### config.mk
export PLATFORM = sky130hd
export DESIGN_NAME = mccov_lane
export DESIGN_NICKNAME = d
export VERILOG_FILES = /design/src/rtl/mccov_pkg.sv /design/src/rtl/mccov_lane.sv
export SDC_FILE = /design/constraint.sdc
export NUM_CORES = 2
export LEC_CHECK = 0
export BUFFER_PORTS_ARGS = -buffer_cell sky130_fd_sc_hd__buf_2
export CAP_MARGIN = 20
export CORE_MARGIN = 3
export CORE_UTILIZATION = 55
export DETAILED_ROUTE_END_ITERATION = 6
export PLACE_DENSITY = 0.72
export SYNTH_ARGS = -nofsm -noshare
export SYNTH_HDL_FRONTEND = slang
export SYNTH_SLANG_ARGS = --single-unit
### constraint.sdc
create_clock -name aclk -period 12.85 [get_ports aclk]
set_clock_uncertainty 0.2 [all_clocks]
set_input_delay 1.9275 -clock aclk [delete_from_list [all_inputs] [get_ports aclk]]
set_output_delay 1.9275 -clock aclk [all_outputs]
set_load 0.03 [all_outputs]
### src/rtl/mccov_pkg.sv
// Shared constants, types and helpers for the multichannel covariance matrix core.
// Used by mccov_lane, multichannel_covariance_matrix_core, mccov_checker and the testbench; depends on nothing else.
// Sizes follow from the channel count, the sample width and the maximum window length.
package mccov_pkg;

    // Basic sizes.
    localparam int MAX_CHANNELS = 4;
    localparam int MAX_WINDOW   = 4096;
    localparam int SAMPLE_BITS  = 16;
    localparam int ACC_BITS     = 48;

    // Derived sizes.
    localparam int NUM_ENTRIES = MAX_CHANNELS * (MAX_CHANNELS + 1) / 2;
    localparam int CH_BITS     = $clog2(MAX_CHANNELS);
    localparam int NCH_BITS    = $clog2(MAX_CHANNELS + 1);
    localparam int ENTRY_BITS  = $clog2(NUM_ENTRIES);
    localparam int CNT_BITS    = $clog2(MAX_WINDOW);
    localparam int WLEN_BITS   = 13;
    localparam int PROD_BITS   = 2 * SAMPLE_BITS;
    localparam int SUM_BITS    = PROD_BITS + 1;

    // Configuration port.
    localparam int CFG_IDX_BITS  = 1;
    localparam int CFG_DATA_BITS = WLEN_BITS;
    localparam logic [CFG_IDX_BITS-1:0] CFG_CHAN_COUNT    = 1'd0;
    localparam logic [CFG_IDX_BITS-1:0] CFG_WINDOW_LENGTH = 1'd1;

    // Reset values of the configuration registers.
    localparam logic [NCH_BITS-1:0]  NCH_RESET  = NCH_BITS'(4);
    localparam logic [WLEN_BITS-1:0] WLEN_RESET = WLEN_BITS'(256);

    // Control that the top level hands to every accumulator lane.
    typedef struct packed {
        logic prod_en;  // capture new products from the input register
        logic acc_en;   // add the held products into the accumulators
        logic win_end;  // this add closes the window, so clear afterwards
    } lane_ctrl_t;

    // Position of entry (r, c), c >= r, in the row-by-row upper triangle.
    function automatic logic [ENTRY_BITS-1:0] entry_index(input logic [CH_BITS-1:0] r,
                                                          input logic [CH_BITS-1:0] c);
        int ri;
        int ci;
        int e;
        ri = int'(r);
        ci = int'(c);
        e  = ri * MAX_CHANNELS - (ri * (ri - 1)) / 2 + ci - ri;
        return ENTRY_BITS'(e);
    endfunction

endpackage

### src/rtl/mccov_lane.sv
// One accumulator lane of the covariance core: x_a times conj(x_b) for a fixed pair.
// Depends on mccov_pkg for sizes and the lane control struct.
// Products are registered, then added into the 48-bit real and imaginary sums.
module mccov_lane import mccov_pkg::*; (
    input  logic                        aclk,
    input  logic                        aresetn,
    input  lane_ctrl_t                  ctrl,
    input  logic signed [SAMPLE_BITS-1:0] a_re,
    input  logic signed [SAMPLE_BITS-1:0] a_im,
    input  logic signed [SAMPLE_BITS-1:0] b_re,
    input  logic signed [SAMPLE_BITS-1:0] b_im,
    output logic signed [ACC_BITS-1:0]    sum_real,
    output logic signed [ACC_BITS-1:0]    sum_imag
);

    logic signed [PROD_BITS-1:0] rr_reg;
    logic signed [PROD_BITS-1:0] ii_reg;
    logic signed [PROD_BITS-1:0] ir_reg;
    logic signed [PROD_BITS-1:0] ri_reg;
    logic signed [SUM_BITS-1:0]  prod_real;
    logic signed [SUM_BITS-1:0]  prod_imag;
    logic signed [ACC_BITS-1:0]  acc_real_reg;
    logic signed [ACC_BITS-1:0]  acc_imag_reg;
    logic signed [ACC_BITS-1:0]  acc_real_next;
    logic signed [ACC_BITS-1:0]  acc_imag_next;

    // Four partial products of the complex multiply, one multiplier each.
    always_ff @(posedge aclk) begin
        if (ctrl.prod_en) begin
            rr_reg <= PROD_BITS'(a_re) * PROD_BITS'(b_re);
            ii_reg <= PROD_BITS'(a_im) * PROD_BITS'(b_im);
            ir_reg <= PROD_BITS'(a_im) * PROD_BITS'(b_re);
            ri_reg <= PROD_BITS'(a_re) * PROD_BITS'(b_im);
        end
    end

    // Combine into the real and imaginary parts of the product.
    assign prod_real = SUM_BITS'(rr_reg) + SUM_BITS'(ii_reg);
    assign prod_imag = SUM_BITS'(ir_reg) - SUM_BITS'(ri_reg);

    // Running sums including the held product; these also feed the snapshot.
    assign sum_real = acc_real_reg + ACC_BITS'(prod_real);
    assign sum_imag = acc_imag_reg + ACC_BITS'(prod_imag);

    // The accumulators restart from zero once a window closes.
    always_comb begin
        acc_real_next = acc_real_reg;
        acc_imag_next = acc_imag_reg;
        if (ctrl.acc_en) begin
            acc_real_next = ctrl.win_end ? '0 : sum_real;
            acc_imag_next = ctrl.win_end ? '0 : sum_imag;
        end
    end

    always_ff @(posedge aclk) begin
        if (!aresetn) begin
            acc_real_reg <= '0;
            acc_imag_reg <= '0;
        end else begin
            acc_real_reg <= acc_real_next;
            acc_imag_reg <= acc_imag_next;
        end
    end

endmodule

# == Word level (Yosys, flattened, before mapping) ==
# Index checks and enable logic that the tools add are counted.
# word_totals
reg_bits,224
inputBits,69
output_inout_bits,96
wordCells,16
# classes
addsub,4
mul,4
n_mux,2
# op_table
op,count
16-bit by 16-bit multiplier with 32-bit output,4
48-bit by 33-bit adder with 48-bit output,2
48-bit 2-to-1 mux,2
32-bit by 32-bit adder with 33-bit output,1
32-bit by 32-bit subtractor with 33-bit output,1

# == Depth between registers and ports, before layout ==
# logic_depth
ltp_word,3
mapped_depth,25
mapped_depth_nobuf,24

# == Least setup slack after synthesis ==
# No wires, ideal clock.
# synth_path
path_kind,in2reg
from,in b_im[1]
to,reg ri_reg[31] (data pin)
setup_ns,0.259
arrival_ns,7.567
required_ns,12.391
setup_slack_ns,4.824
cell_stages,21
n_path_buf,1
path_cell_list,clkbuf_1 nand2_1 inv_1 fa_1 fa_1 fa_1 fa_1 fa_1 inv_1 fa_1 inv_1 ha_1 a21oi_1 o21ai_0 nor4_1 a21oi_1 a22o_1 o21a_1 a31o_2 a21oi_1 xnor2_1
# synth_via
elab_chain_cells,1
# synth_rtl
element,line,rtl
from (decl),mccov_lane.sv:11,"input logic signed [SAMPLE_BITS-1:0] b_im,"
16-bit by 16-bit multiplier with 32-bit output,mccov_lane.sv:33,ri_reg <= PROD_BITS'(a_re) * PROD_BITS'(b_im);
to (signal assigned),mccov_lane.sv:33,
to (decl),mccov_lane.sv:19,logic signed [PROD_BITS-1:0] ri_reg;
# Every way passes these cells.
# A chain may end at the register's enable or synchronous reset.

# == Worst setup path in the final report ==
# layout_path
from,in b_im[1]
to,reg ii_reg[30] (data pin)
# layout_via
elab_chain_cells,1
# layout_rtl
element,line,rtl
16-bit by 16-bit multiplier with 32-bit output,mccov_lane.sv:31,ii_reg <= PROD_BITS'(a_im) * PROD_BITS'(b_im);
to (signal assigned),mccov_lane.sv:31,
to (decl),mccov_lane.sv:17,logic signed [PROD_BITS-1:0] ii_reg;
# Every way passes these cells.

==> reports/metrics.cfg <==
[run_status]
outcome=finished clean

[worst_setup_path]
slowest_stage=buf_2
reg2reg_from=ir_reg[4]
crit_chain=buf_2, nand2_1, fa_1, fa_1, fa_1, fa_1, inv_1, fa_1, inv_1, fa_1, inv_1, ha_1, and3_1, nand3_1, nor3_1, nor3_1, o31ai_1, a41oi_1, o211ai_1, a21oi_1, o21ai_0, xor2_1
cp_max_fo=32
path_common_cell=fa_1
required_ns=12.97
endpoint_kind=flop
worstSetupPathType=in2reg
reg2reg_depth=14
worst-endpoint-arrival_ns=8.64
cpPeakStageDelay_ns=0.63
worstSetupStartpointType=input pin
critPathBufInv=4
crit_family=adder cells
regToRegSetupSlack_ns=8.00
r2r-end=acc_imag_reg[46]

[detailed_routing]
drc=0
avgViaCountPerCell=5.54
first_iter_violations=2854
vias=38700
wl_per_cell_um=19.2
final_antenna_net_count=0
drtPass1Iterations=6
drt_wl_total_um=134000

[cts]
post_cts_resized=0
cts_buffer_depth=3
cts.sinks=224
cts_tree=done
hold_buffers=0
cts-root-buf=clkbuf_16
cts_setup_buffers=0
clk_latency_ns=0.61
htree_levels=1
clk_pin_slew_worst_paths_ns=0.06
cts_made_buffers=29

[logic_synthesis]
synth.area.mux_share_pct=0.0560
synth_warnings=0
synth_top_family_by_area=adder cells
synth_flop_cell=edfxtp_1
synthesis.nets=7363
syn_area_per_cell_um2=9.36
synth_adder_area_share_pct=52.6
yosysUniqueCellTypes=68
yosys.area.top_type=fa_1
synth_cells=5727
synth-compound-area-share_pct=8.03
synth_seq_area_share_pct=10.8
synth_area_um2=53600
yosys.area_share.simple_pct=13.7
synthTopCellsByArea=fa_1, ha_1, inv_1, edfxtp_1, and2_1
synth_top_area_share_pct=42.7
synthTopCellsByCount=inv_1, fa_1, nand2_1
ys_ff_latch=224
synth_edf_count=128
synthXorXnorAreaFrac_pct=3.79
synth_most_common_cell=inv_1
synthArstFlopShare_pct=0

[floorplanning]
ios=165
initial_core_util_pct=55.9
rows=113
die_height_um=318
die_w_um=318
dieArea_um2=101000
coreArea_um2=95900

[timing]
slew_viol_final=0
slew-limit-headroom_pct=31.2
finalHoldViolCount=0
min_period_ns=8.52
clock.fmax_ghz=0.117
tns_ns=0
setup_viol=0
whs_ns=0.255
worstMarginPinSlew_ns=1.03
rsz0062_at_grt=no
fin_crit_sh_pct=66.3

[layout]
fillCellCount=8347
syn_to_final_growth_pct=5.06
multiInputGateArea_um2=41900
drive_gt1_share_pct=4.61
layout.nets=7336
seqCellArea_um2=5770

[grt]
grt_first_pass_wirelength_um=221000
gr-usage-all-layers_pct=27.4
grt_pass1_vias=41500
grt_max_degree=64
grt_overflow=0
antenna_found_initial=3

[min_path]
hp-class=reg2reg
holdPathEnd=acc_imag_reg[44]
hp-start=acc_imag_reg[44]
hold_depth=2

[place]
place_hpwl_um=106000
gp_congestion=0.922
port_buffers=164

[run]
maxCapViolCount=0

-- metal layers --
metal	track usage, %	vias to the layer above	share of wire [%]
li1	-	17300	-
met2	45.7	1281	48
met4	8.27	0	3.1
met5	0	-	0
met1	38.1	19900	42
met3	2.62	203	6.2
-- worst max-delay path by stage --
| stage | cells past startpoint | end | slack (ns) | startpoint |
|---|---|---|---|---|
| after floorplan | 21 | ri_reg[31] | 4.82 | b_im[1] |
| after global routing | 22 | ii_reg[30] | 3.98 | b_im[1] |
| after global placement | 21 | ri_reg[31] | 4.00 | a_re[15] |
| after CTS | 21 | ri_reg[31] | 4.47 | b_im[1] |
| after detailed placement | 21 | ri_reg[31] | 3.81 | b_im[1] |
| final | 22 | ii_reg[30] | 4.33 | b_im[1] |
-- cell families (layout without fill, tap and decap cells) --
logic type / Yosys count / count (layout)
compound gates: 651 / 651
xor+xnor: 232 / 232
fa+ha+maj: 1567 / 1567
buf+inv: 1588 / 1584
flops: 224 / 224
mux: 3 / 3
other cells: 0 / 3
simple gates: 1462 / 1462
-- cell type report --
type	instances	area share (%)
clock inverters	24	0.549
flip-flops and latches	224	10.2
multi-input cells	3915	74.4
clock buffers	30	1.29
inverters	1349	8.99
diodes	3	0.0133
well taps	1265	2.81
repair buffers	181	1.71
-- worst min-delay path, cell delays in order (launching register included) --
cell,delay [ns]
dfxtp_1,0.32
nand2_1,0.05
nand3_1,0.05
-- cell usage in the layout, fill, tap and decap left out, types with 11 or more instances in the layout --
master	instances
dfxtp_1	96
a22oi_1	47
clkbuf_16	29
a31oi_1	16
nor3_1	27
nand2_1	572
o211ai_1	17
nand3_1	32
xor2_1	59
a211oi_1	18
a22o_1	37
and2_1	496
fa_1	1143
o21a_1	24
edfxtp_1	128
o21ai_0	93
ha_1	424
nor2_1	145
nor2b_1	64
and3_1	20
buf_2	163
xnor2_1	173
inv_1	1348
o21bai_1	30
nand2b_1	34
buf_4	17
nand4_1	19
a21o_1	97
a21oi_1	190
nor3b_1	11
-- through the flow --
stage,cells,instance area (um^2),util [%],worst slack (ns)
after floorplan,5727,53600,-,4.82
after global placement,6933,55300,57.7,4.00
after detailed placement,6933,55300,57.7,3.81
after CTS,6987,56300,58.7,4.47
after global routing,6990,56300,58.8,3.98
final,6991,56300,58.8,4.33
Power is not shown: default switching activity piles up to over one toggle a cycle in this logic, so the estimate is an artifact.
